<file path="config.mk">
export PLATFORM = sky130hd
export DESIGN_NAME = rational_fraction_alu
export DESIGN_NICKNAME = d
export VERILOG_FILES = /design/src/design/rfa_pkg.sv /design/src/design/rational_fraction_alu.sv /design/src/design/rfa_front.sv /design/src/design/rfa_queue.sv /design/src/design/rfa_back.sv
export SDC_FILE = /design/constraint.sdc
export NUM_CORES = 2
export LEC_CHECK = 0
export BUFFER_PORTS_ARGS = -buffer_cell sky130_fd_sc_hd__buf_2
export CORE_AREA = 2 2 332 334
export DETAILED_ROUTE_END_ITERATION = 7
export DIE_AREA = 0 0 334 336
export PLACE_DENSITY = 0.78
export SYNTH_ARGS = -nofsm -noshare
export SYNTH_HDL_FRONTEND = slang
export SYNTH_SLANG_ARGS = --single-unit
</file>
<file path="constraint.sdc">
create_clock -name i_clk -period 8.6 [get_ports i_clk]
set_clock_uncertainty 0.2 [all_clocks]
set_input_delay 0.86 -clock i_clk [delete_from_list [all_inputs] [get_ports i_clk]]
set_output_delay 0.86 -clock i_clk [all_outputs]
set_load 0.005 [all_outputs]
</file>
<file path="src/design/rfa_pkg.sv">
package rfa_pkg;

    localparam int NUM_WIDTH    = 16;
    localparam int PROD_W       = 2 * NUM_WIDTH + 1;
    localparam int SUM_W        = 2 * NUM_WIDTH + 2;
    localparam int MAG_W        = 2 * NUM_WIDTH + 1;
    localparam int DEN_W        = 2 * NUM_WIDTH;
    localparam int RES_NUM_BITS = 34;
    localparam int RES_DEN_BITS = 32;
    localparam int IN_DATA_W    = ((4 * NUM_WIDTH + 7) / 8) * 8;
    localparam int IN_PAD_W     = IN_DATA_W - 4 * NUM_WIDTH;
    localparam int OUT_DATA_W   = ((RES_NUM_BITS + RES_DEN_BITS + 7) / 8) * 8;
    localparam int OUT_PAD_W    = OUT_DATA_W - RES_NUM_BITS - RES_DEN_BITS;

    typedef enum logic [1:0] {
        KIND_ADD = 2'd0,
        KIND_SUB = 2'd1,
        KIND_MUL = 2'd2,
        KIND_DIV = 2'd3
    } t_kind;

    typedef enum logic [1:0] {
        STAT_OK   = 2'd0,
        STAT_DIVZ = 2'd1,
        STAT_ZDEN = 2'd2
    } t_status;

    typedef enum logic [2:0] {
        S_IDLE,
        S_SHIFT,
        S_REDUCE,
        S_DIV,
        S_DONE
    } t_state;

    typedef struct packed {
        t_status                  status;
        logic signed [SUM_W-1:0]  num;
        logic        [DEN_W-1:0]  den;
    } t_work;

endpackage

</file>
<file path="src/design/rational_fraction_alu.sv">
// Exact add, subtract, multiply or divide of two fractions, reduced to lowest terms with a
// positive denominator. A two-stage front end forms the cross products and checks for zero
// denominators and division by a zero fraction, then hands the item through a two-entry queue
// to the back end. The back end runs a binary gcd one step a cycle, each subtraction followed
// by at least one halving, on the 33-bit magnitude and 32-bit denominator, and then a restoring
// divide of numerator and denominator by the gcd; error items skip both. The back end handles
// one item at a time, while the front end and queue keep accepting up to four items ahead of it.
module rational_fraction_alu (
    input  logic                           i_clk,
    input  logic                           i_rst_n,
    input  logic                           i_s_axis_tvalid,
    output logic                           o_s_axis_tready,
    // a_num, a_den, b_num, b_den
    input  logic [rfa_pkg::IN_DATA_W-1:0]  i_s_axis_tdata,
    // kind
    input  logic [1:0]                     i_s_axis_tuser,
    output logic                           o_m_axis_tvalid,
    input  logic                           i_m_axis_tready,
    // res_num, res_den, zero padding
    output logic [rfa_pkg::OUT_DATA_W-1:0] o_m_axis_tdata,
    // status
    output logic [1:0]                     o_m_axis_tuser
);

    localparam int N = rfa_pkg::NUM_WIDTH;

    logic                               push;
    logic                               push_ready;
    rfa_pkg::t_work                     front_work;
    logic                               q_valid;
    logic                               q_pop;
    rfa_pkg::t_work                     q_work;
    logic signed [rfa_pkg::SUM_W-1:0]   res_num;
    logic        [rfa_pkg::DEN_W-1:0]   res_den;
    rfa_pkg::t_status                   res_stat;

    rfa_front u_front (
        .i_clk        (i_clk),
        .i_rst_n      (i_rst_n),
        .i_valid      (i_s_axis_tvalid),
        .o_ready      (o_s_axis_tready),
        .i_kind       (rfa_pkg::t_kind'(i_s_axis_tuser)),
        .i_a_num      ($signed(i_s_axis_tdata[N-1:0])),
        .i_a_den      (i_s_axis_tdata[2*N-1:N]),
        .i_b_num      ($signed(i_s_axis_tdata[3*N-1:2*N])),
        .i_b_den      (i_s_axis_tdata[4*N-1:3*N]),
        .o_push       (push),
        .i_push_ready (push_ready),
        .o_work       (front_work)
    );

    rfa_queue u_queue (
        .i_clk        (i_clk),
        .i_rst_n      (i_rst_n),
        .i_push       (push),
        .o_push_ready (push_ready),
        .i_work       (front_work),
        .o_valid      (q_valid),
        .i_pop        (q_pop),
        .o_work       (q_work)
    );

    rfa_back u_back (
        .i_clk    (i_clk),
        .i_rst_n  (i_rst_n),
        .i_valid  (q_valid),
        .o_pop    (q_pop),
        .i_work   (q_work),
        .o_valid  (o_m_axis_tvalid),
        .i_ready  (i_m_axis_tready),
        .o_num    (res_num),
        .o_den    (res_den),
        .o_status (res_stat)
    );

    assign o_m_axis_tdata = {{rfa_pkg::OUT_PAD_W{1'b0}},
                             rfa_pkg::RES_DEN_BITS'(res_den),
                             rfa_pkg::RES_NUM_BITS'(res_num)};
    assign o_m_axis_tuser = res_stat;

endmodule

</file>
<file path="src/design/rfa_front.sv">
module rfa_front (
    input  logic                                   i_clk,
    input  logic                                   i_rst_n,
    input  logic                                   i_valid,
    output logic                                   o_ready,
    input  rfa_pkg::t_kind                         i_kind,
    input  logic signed [rfa_pkg::NUM_WIDTH-1:0]   i_a_num,
    input  logic        [rfa_pkg::NUM_WIDTH-1:0]   i_a_den,
    input  logic signed [rfa_pkg::NUM_WIDTH-1:0]   i_b_num,
    input  logic        [rfa_pkg::NUM_WIDTH-1:0]   i_b_den,
    output logic                                   o_push,
    input  logic                                   i_push_ready,
    output rfa_pkg::t_work                         o_work
);

    logic                                  r_v1;
    logic signed [rfa_pkg::SUM_W-1:0]      r_t1;
    logic signed [rfa_pkg::SUM_W-1:0]      r_t2;
    logic                                  r_sub;
    logic        [rfa_pkg::DEN_W-1:0]      r_den1;
    rfa_pkg::t_status                      r_stat1;
    logic                                  r_v2;
    rfa_pkg::t_work                        r_work;

    logic                                  en1;
    logic                                  en2;
    logic signed [rfa_pkg::NUM_WIDTH:0]    bsel;
    logic        [rfa_pkg::NUM_WIDTH-1:0]  bmag;
    logic        [rfa_pkg::NUM_WIDTH-1:0]  dsel;
    logic signed [rfa_pkg::PROD_W-1:0]     p1;
    logic signed [rfa_pkg::PROD_W-1:0]     p2;
    logic signed [rfa_pkg::SUM_W-1:0]      n_t1;
    logic signed [rfa_pkg::SUM_W-1:0]      n_t2;
    logic                                  n_sub;
    rfa_pkg::t_status                      n_stat;

    assign en2     = !r_v2 || i_push_ready;
    assign en1     = !r_v1 || en2;
    assign o_ready = en1;
    assign o_push  = r_v2;
    assign o_work  = r_work;

    always_comb begin
        bmag = i_b_num[rfa_pkg::NUM_WIDTH-1] ? rfa_pkg::NUM_WIDTH'(-i_b_num)
                                             : rfa_pkg::NUM_WIDTH'(i_b_num);
        bsel = (i_kind == rfa_pkg::KIND_MUL) ? (rfa_pkg::NUM_WIDTH+1)'(i_b_num)
                                             : $signed({1'b0, i_b_den});
        dsel = (i_kind == rfa_pkg::KIND_DIV) ? bmag : i_b_den;
        p1   = i_a_num * bsel;
        p2   = i_b_num * $signed({1'b0, i_a_den});
        n_t1 = rfa_pkg::SUM_W'(p1);
        n_t2 = rfa_pkg::SUM_W'(p2);
        n_sub = 1'b0;
        unique case (i_kind)
            rfa_pkg::KIND_ADD: begin
                n_sub = 1'b0;
            end
            rfa_pkg::KIND_SUB: begin
                n_sub = 1'b1;
            end
            rfa_pkg::KIND_MUL: begin
                n_t2 = '0;
            end
            rfa_pkg::KIND_DIV: begin
                n_t1  = '0;
                n_t2  = rfa_pkg::SUM_W'(p1);
                n_sub = i_b_num[rfa_pkg::NUM_WIDTH-1];
            end
            default: begin
                n_sub = 1'b0;
            end
        endcase
        priority if (i_a_den == '0 || i_b_den == '0) begin
            n_stat = rfa_pkg::STAT_ZDEN;
        end else if (i_kind == rfa_pkg::KIND_DIV && i_b_num == '0) begin
            n_stat = rfa_pkg::STAT_DIVZ;
        end else begin
            n_stat = rfa_pkg::STAT_OK;
        end
    end

    always_ff @(posedge i_clk) begin
        if (!i_rst_n) begin
            r_v1 <= 1'b0;
            r_v2 <= 1'b0;
        end else begin
            if (en1) begin
                r_v1 <= i_valid;
            end
            if (en2) begin
                r_v2 <= r_v1;
            end
        end
        if (en1 && i_valid) begin
            r_t1    <= n_t1;
            r_t2    <= n_t2;
            r_sub   <= n_sub;
            r_den1  <= rfa_pkg::DEN_W'(i_a_den) * rfa_pkg::DEN_W'(dsel);
            r_stat1 <= n_stat;
        end
        if (en2 && r_v1) begin
            r_work.status <= r_stat1;
            r_work.num    <= r_sub ? (r_t1 - r_t2) : (r_t1 + r_t2);
            r_work.den    <= r_den1;
        end
    end

endmodule

</file>
<file path="src/design/rfa_queue.sv">
module rfa_queue (
    input  logic           i_clk,
    input  logic           i_rst_n,
    input  logic           i_push,
    output logic           o_push_ready,
    input  rfa_pkg::t_work i_work,
    output logic           o_valid,
    input  logic           i_pop,
    output rfa_pkg::t_work o_work
);

    rfa_pkg::t_work r_mem [2];
    logic           r_wr;
    logic           r_rd;
    logic [1:0]     r_count;
    logic           do_push;
    logic           do_pop;

    assign o_push_ready = (r_count != 2'd2);
    assign o_valid      = (r_count != 2'd0);
    assign o_work       = r_mem[r_rd];
    assign do_push      = i_push && o_push_ready;
    assign do_pop       = i_pop && o_valid;

    always_ff @(posedge i_clk) begin
        if (!i_rst_n) begin
            r_wr    <= 1'b0;
            r_rd    <= 1'b0;
            r_count <= 2'd0;
        end else begin
            if (do_push) begin
                r_wr <= !r_wr;
            end
            if (do_pop) begin
                r_rd <= !r_rd;
            end
            r_count <= r_count + 2'(do_push) - 2'(do_pop);
        end
        if (do_push) begin
            r_mem[r_wr] <= i_work;
        end
    end

endmodule

</file>
<file path="src/design/rfa_back.sv">
module rfa_back (
    input  logic                                i_clk,
    input  logic                                i_rst_n,
    input  logic                                i_valid,
    output logic                                o_pop,
    input  rfa_pkg::t_work                      i_work,
    output logic                                o_valid,
    input  logic                                i_ready,
    output logic signed [rfa_pkg::SUM_W-1:0]    o_num,
    output logic        [rfa_pkg::DEN_W-1:0]    o_den,
    output rfa_pkg::t_status                    o_status
);

    localparam int KW = $clog2(rfa_pkg::MAG_W + 1);
    localparam int CW = $clog2(rfa_pkg::MAG_W);
    localparam int RW = rfa_pkg::DEN_W + 1;

    rfa_pkg::t_state                    r_state;
    rfa_pkg::t_state                    n_state;
    logic [rfa_pkg::MAG_W-1:0]          r_a;
    logic [rfa_pkg::MAG_W-1:0]          r_b;
    logic [KW-1:0]                      r_k;
    logic [rfa_pkg::DEN_W-1:0]          r_g;
    logic [rfa_pkg::MAG_W-1:0]          r_qa;
    logic [rfa_pkg::MAG_W-1:0]          r_qb;
    logic [RW-1:0]                      r_ra;
    logic [RW-1:0]                      r_rb;
    logic [CW-1:0]                      r_cnt;
    logic                               r_neg;
    rfa_pkg::t_status                   r_stat;
    logic                               r_out_valid;
    logic signed [rfa_pkg::SUM_W-1:0]   r_out_num;
    logic        [rfa_pkg::DEN_W-1:0]   r_out_den;
    rfa_pkg::t_status                   r_out_stat;

    logic                               out_free;
    logic                               load_out;
    logic [rfa_pkg::MAG_W-1:0]          mag_in;
    logic [RW-1:0]                      ta;
    logic [RW-1:0]                      tb;
    logic                               qa_bit;
    logic                               qb_bit;
    logic [RW-1:0]                      g_ext;

    assign out_free = !r_out_valid || i_ready;
    assign o_valid  = r_out_valid;
    assign o_num    = r_out_num;
    assign o_den    = r_out_den;
    assign o_status = r_out_stat;
    assign mag_in   = i_work.num[rfa_pkg::SUM_W-1] ? rfa_pkg::MAG_W'(-i_work.num)
                                                   : rfa_pkg::MAG_W'(i_work.num);
    assign g_ext    = {1'b0, r_g};
    assign ta       = {r_ra[RW-2:0], r_qa[rfa_pkg::MAG_W-1]};
    assign tb       = {r_rb[RW-2:0], r_qb[rfa_pkg::MAG_W-1]};
    assign qa_bit   = (ta >= g_ext);
    assign qb_bit   = (tb >= g_ext);

    always_comb begin
        n_state = r_state;
        unique case (r_state)
            rfa_pkg::S_IDLE: begin
                if (i_valid) begin
                    n_state = (i_work.status == rfa_pkg::STAT_OK) ? rfa_pkg::S_SHIFT
                                                                  : rfa_pkg::S_DONE;
                end
            end
            rfa_pkg::S_SHIFT: begin
                if (r_a[0] || r_b[0]) begin
                    n_state = rfa_pkg::S_REDUCE;
                end
            end
            rfa_pkg::S_REDUCE: begin
                if (r_a == '0) begin
                    n_state = rfa_pkg::S_DIV;
                end
            end
            rfa_pkg::S_DIV: begin
                if (r_cnt == CW'(rfa_pkg::MAG_W - 1)) begin
                    n_state = rfa_pkg::S_DONE;
                end
            end
            rfa_pkg::S_DONE: begin
                if (out_free) begin
                    n_state = rfa_pkg::S_IDLE;
                end
            end
            default: begin
                n_state = rfa_pkg::S_IDLE;
            end
        endcase
    end

    always_comb begin
        o_pop    = (r_state == rfa_pkg::S_IDLE) && i_valid;
        load_out = (r_state == rfa_pkg::S_DONE) && out_free;
    end

    always_ff @(posedge i_clk) begin
        if (!i_rst_n) begin
            r_state     <= rfa_pkg::S_IDLE;
            r_out_valid <= 1'b0;
        end else begin
            r_state <= n_state;
            if (load_out) begin
                r_out_valid <= 1'b1;
            end else if (i_ready) begin
                r_out_valid <= 1'b0;
            end
        end
        unique case (r_state)
            rfa_pkg::S_IDLE: begin
                r_stat <= i_work.status;
                r_neg  <= i_work.num[rfa_pkg::SUM_W-1];
                r_a    <= mag_in;
                r_b    <= (i_work.den == '0) ? rfa_pkg::MAG_W'(1)
                                             : rfa_pkg::MAG_W'(i_work.den);
                r_qa   <= mag_in;
                r_qb   <= (i_work.den == '0) ? rfa_pkg::MAG_W'(1)
                                             : rfa_pkg::MAG_W'(i_work.den);
                r_k    <= '0;
            end
            rfa_pkg::S_SHIFT: begin
                if (!r_a[0] && !r_b[0]) begin
                    r_a <= r_a >> 1;
                    r_b <= r_b >> 1;
                    r_k <= r_k + KW'(1);
                end
            end
            rfa_pkg::S_REDUCE: begin
                priority if (r_a == '0) begin
                    r_g   <= rfa_pkg::DEN_W'(r_b) << r_k;
                    r_ra  <= '0;
                    r_rb  <= '0;
                    r_cnt <= '0;
                end else if (!r_a[0]) begin
                    r_a <= r_a >> 1;
                end else if (!r_b[0]) begin
                    r_b <= r_b >> 1;
                end else if (r_a >= r_b) begin
                    r_a <= r_a - r_b;
                end else begin
                    r_b <= r_b - r_a;
                end
            end
            rfa_pkg::S_DIV: begin
                r_ra  <= qa_bit ? (ta - g_ext) : ta;
                r_rb  <= qb_bit ? (tb - g_ext) : tb;
                r_qa  <= {r_qa[rfa_pkg::MAG_W-2:0], qa_bit};
                r_qb  <= {r_qb[rfa_pkg::MAG_W-2:0], qb_bit};
                r_cnt <= r_cnt + CW'(1);
            end
            rfa_pkg::S_DONE: begin
                if (load_out) begin
                    r_out_stat <= r_stat;
                    if (r_stat == rfa_pkg::STAT_OK) begin
                        r_out_num <= r_neg ? -rfa_pkg::SUM_W'(r_qa)
                                           : rfa_pkg::SUM_W'(r_qa);
                        r_out_den <= rfa_pkg::DEN_W'(r_qb);
                    end else begin
                        r_out_num <= '0;
                        r_out_den <= '0;
                    end
                end
            end
            default: begin
                r_k <= r_k;
            end
        endcase
    end

    a_reduce_b_nonzero: assert property (@(posedge i_clk) disable iff (!i_rst_n)
        (r_state == rfa_pkg::S_REDUCE) |-> (r_b != '0))
        else $error("gcd operand b reached zero");

    a_div_count_range: assert property (@(posedge i_clk) disable iff (!i_rst_n)
        (r_state == rfa_pkg::S_DIV) |-> (r_cnt < CW'(rfa_pkg::MAG_W - 1)
                                         || r_cnt == CW'(rfa_pkg::MAG_W - 1)))
        else $error("divider count out of range");

    a_ok_den_positive: assert property (@(posedge i_clk) disable iff (!i_rst_n)
        load_out && r_stat == rfa_pkg::STAT_OK |=> (r_out_den != '0))
        else $error("reduced denominator is zero on a good item");

    a_err_zero: assert property (@(posedge i_clk) disable iff (!i_rst_n)
        load_out && r_stat != rfa_pkg::STAT_OK |=> (r_out_num == '0 && r_out_den == '0))
        else $error("error item carries a value");

endmodule
</file>
==> key figures <==
Final layout
  • Commonest cells after routing, fill and taps aside: sky130_fd_sc_hd__inv_1, sky130_fd_sc_hd__nand2_1, sky130_fd_sc_hd__fa_1, sky130_fd_sc_hd__edfxtp_1, sky130_fd_sc_hd__ha_1
  • Area occupied by multi-input gates: 0.0403 mm²
  • Post-layout net count: 7782
  • Utilization after layout: 63.2%
  • Most common cell after layout, fill and taps aside: sky130_fd_sc_hd__inv_1
  • Area growth from synthesis to layout: 7.42%
  • Fin cells: 8027
  • ANT cells: 0
  • Sequential cell area in the final layout: 0.0187 mm²
  • Fill count: 8774
  • Share of cells above drive strength 1: 6.93%

Detailed routing
  • Average via count per standard cell: 5.94
  • Routed wire length: 168000 µm
  • Detail Route met3 WL: 10600 µm
  • Count of TritonRoute iterations in the first routing pass: 5
  • ANT nets after route: 0
  • First DRT Iteration DRCs: 3808
  • Wire length per cell after detailed routing: 20.9 µm
  • Max Used Layer: met4
  • Routed met2 length: 83200 µm
  • WL met1: 64700 µm
  • Vias after detailed routing: 47700
  • DRC violations left: 0

Placed design
  • Final HPWL DP: 131000 µm
  • Cell total after placement: 7905
  • Number of input and output port buffers inserted: 139
  • Final RePlAce weighted congestion: 0.956

Synth
  • Leading register cell type out of synthesis: sky130_fd_sc_hd__edfxtp_1
  • Multiplexer share of the synthesized area: 2.65%
  • Fraction of registers with async set or reset after synthesis: 0%
  • Synthesized area divided by synthesized cell count: 9.76 µm²
  • Post-synth EDFFs: 616
  • Post-Synth Adder-Cell Area: 30.5%
  • Cells after synthesis: 6530
  • Ys Warns: 0
  • Summed instance area of the synthesized netlist: 0.0637 mm²
  • Post-synthesis register bit count: 627
  • Sequential share of the synthesized area: 29.4%
  • Xor/xnor share of the synthesized area: 4.64%
  • Post-synthesis share of cell area spent on and, or, nand and nor gates: 14.5%
  • Compound-gate portion of the synthesized area: 10.8%
  • Largest family of logic cells by synthesized area: adder cells
  • Distinct cell type count after synthesis: 81

Global route
  • Vias in the first global route: 49100
  • Overall global routing resource usage: 30.3%
  • Pin count of the biggest net entering global routing: 82
  • Antenna violations before repair: 4
  • First-pass GRT wire length: 267000 µm
  • Global route overflow: 0

Floorplan
  • Y dimension of the die: 336 µm
  • Core box area: 0.108 mm²
  • Initial Util: 58.8%
  • Std-Cell Rows: 121
  • Chip width: 334 µm
  • Overall die area: 0.112 mm²
  • Boundary Pins: 146

Status
  • Outcome: completed

CTS
  • Max Root-Sink Buffers: 3
  • Post-CTS setup repair buffer count: 0
  • Skew-Pair Late Insertion Delay: 640 ps
  • Number of levels the H-tree was split into: 3
  • Clock slew at reported path FFs: 60 ps
  • Clock buffers created by TritonCTS: 68
  • Cts-stage hold buffer count: 0
  • Cts repair resizes: 0
  • Root buf cell: sky130_fd_sc_hd__clkbuf_16
  • Sink count of the clock tree: 627
  • CTS tree: done

Critical path
  • End of the worst register-to-register path: u_front.o_work[65]$_DFFE_PP_
  • Peak fanout along the critical path: 6
  • CP arrival: 8190 ps
  • Required time at the worst-slack endpoint: 8760 ps
  • Worst Reg2Reg Path Length in Cells: 17
  • RR Startpoint: u_front.r_t2[4]$_DFFE_PP_
  • Type of origin of the critical path: input port
  • Setup slack, reg-to-reg: 3130 ps
  • Crit end category: register
  • Crit path kind: input port to register

Worst hold path
  • Min-Delay Path Class: register to register
  • Number of stages on the worst hold path: 0
  • Source of the worst hold timing path: u_front.r_den1[6]$_DFFE_PP_
  • Endpoint of the worst hold path: u_front.o_work[6]$_DFFE_PP_

Timing
  • Slew HR: 8.60%
  • Maximum achievable frequency: 125 MHz
  • Minimum hold slack: 213 ps
  • Number of pins exceeding their max-slew limit in the final report: 0
  • Final Hold Vio Count: 0
  • Period minus WS final: 8030 ps
  • Final cycle utilization of the critical path: 93.4%
  • Unrepaired setup endpoints after global routing: false
  • Final count of negative-setup-slack endpoints: 0
  • Summed negative setup slack over all endpoints: 0 ps
  • Worst Max-Slew Pin Slew: 1360 ps

Job
  • Max cap viols: 0
synth_stat cells (all sizes together) (61+ instances only):
| master | count | area, µm² |
|---|---|---|
| o21ai | 216 | 1080 |
| mux2i | 109 | 1090 |
| xor2 | 144 | 1260 |
| nand2 | 775 | 2910 |
| xnor2 | 194 | 1700 |
| fa | 669 | 13400 |
| clkbuf | 258 | 968 |
| and2 | 325 | 2030 |
| inv | 951 | 3570 |
| nor2 | 370 | 1390 |
| ha | 482 | 6030 |
| a211oi | 61 | 458 |
| nor3 | 72 | 360 |
| nand2b | 73 | 457 |
| nor2b | 71 | 444 |
| a21oi | 315 | 1580 |
| a21o | 133 | 998 |
| edfxtp | 616 | 18500 |
routing by layer:
| metal | vias to the layer above | global-route usage (%) |
|---|---|---|
| met5 | - | 0 |
| met4 | 0 | 15.0 |
| met3 | 482 | 3.85 |
| met2 | 1829 | 53.0 |
| met1 | 23600 | 37.2 |
| li1 | 21800 | - |
worst max-delay path: stages:
cell,delay (ps)
sky130_fd_sc_hd__buf_2,110
sky130_fd_sc_hd__or4_1,560
sky130_fd_sc_hd__or3_1,410
sky130_fd_sc_hd__o41ai_1,330
sky130_fd_sc_hd__xor2_1,170
sky130_fd_sc_hd__o21ai_0,90
sky130_fd_sc_hd__buf_4,170
sky130_fd_sc_hd__and2_1,170
sky130_fd_sc_hd__fa_1,490
sky130_fd_sc_hd__inv_1,60
sky130_fd_sc_hd__fa_1,530
sky130_fd_sc_hd__inv_1,50
sky130_fd_sc_hd__fa_1,490
sky130_fd_sc_hd__fa_1,420
sky130_fd_sc_hd__fa_1,500
sky130_fd_sc_hd__inv_1,50
sky130_fd_sc_hd__fa_1,480
sky130_fd_sc_hd__inv_1,40
sky130_fd_sc_hd__ha_1,310
sky130_fd_sc_hd__and3_1,210
sky130_fd_sc_hd__a221oi_1,240
sky130_fd_sc_hd__a21bo_2,270
sky130_fd_sc_hd__a221o_1,340
sky130_fd_sc_hd__a21oi_1,240
sky130_fd_sc_hd__a31oi_1,150
sky130_fd_sc_hd__a21o_1,200
sky130_fd_sc_hd__a21oi_1,160
sky130_fd_sc_hd__xnor2_1,80
how the worst max path moves through the flow:
| stage | start | endpoint |
|---|---|---|
| floorplan | i_s_axis_tdata[39] | u_front.r_den1[31]$_DFFE_PP_ |
| global placement | i_s_axis_tdata[39] | u_front.r_den1[31]$_DFFE_PP_ |
| detailed placement | i_s_axis_tdata[39] | u_front.r_den1[31]$_DFFE_PP_ |
| CTS | i_s_axis_tdata[39] | u_front.r_den1[31]$_DFFE_PP_ |
| global route | i_s_axis_tdata[39] | u_front.r_den1[31]$_DFFE_PP_ |
| finish | i_s_axis_tdata[39] | u_front.r_den1[31]$_DFFE_PP_ |
final cells by class:
| type | instances | share of cell area (%) |
|---|---|---|
| timing repair buffer | 263 | 2.41 |
| clock inverter | 49 | 0.967 |
| sequential | 627 | 27.3 |
| tap | 1414 | 2.58 |
| multi-input combinational | 4648 | 58.9 |
| clock buffer | 73 | 2.58 |
| inverter | 953 | 5.23 |
sequential cells by signal, summed over array words and instances, names as in the netlist, 33 cells and up, named ones only:
register        count
u_back.o_num       34
u_front.r_t1       33
u_front.o_work     68
u_back.r_a         33
u_back.r_qa        33
u_front.r_t2       33
u_queue.r_mem     136
u_back.r_b         33
u_back.r_qb        33
kinds of logic (layout without fill, tap and decap cells):
group / after synthesis / count (layout)
XOR/XNOR: 338 / 338
multiplexers: 140 / 140
buffers and inverters: 1260 / 1338
adder cells (fa/ha/maj): 1151 / 1151
flip-flops: 627 / 627
AND/OR/NAND/NOR: 1951 / 1951
other: 1 / 6
AO/OA/AOI/OAI: 1062 / 1062
metrics by stage:
step	setup slack [ps]	instance area, µm²
after floorplan	23.0	63800
after global placement	34.0	66000
after detailed placement	-18.3	66000
after CTS	626	68500
after global routing	159	68500
final	568	68500
Power is not shown: default switching activity piles up to over one toggle a cycle in this logic, so the estimate is an artifact.
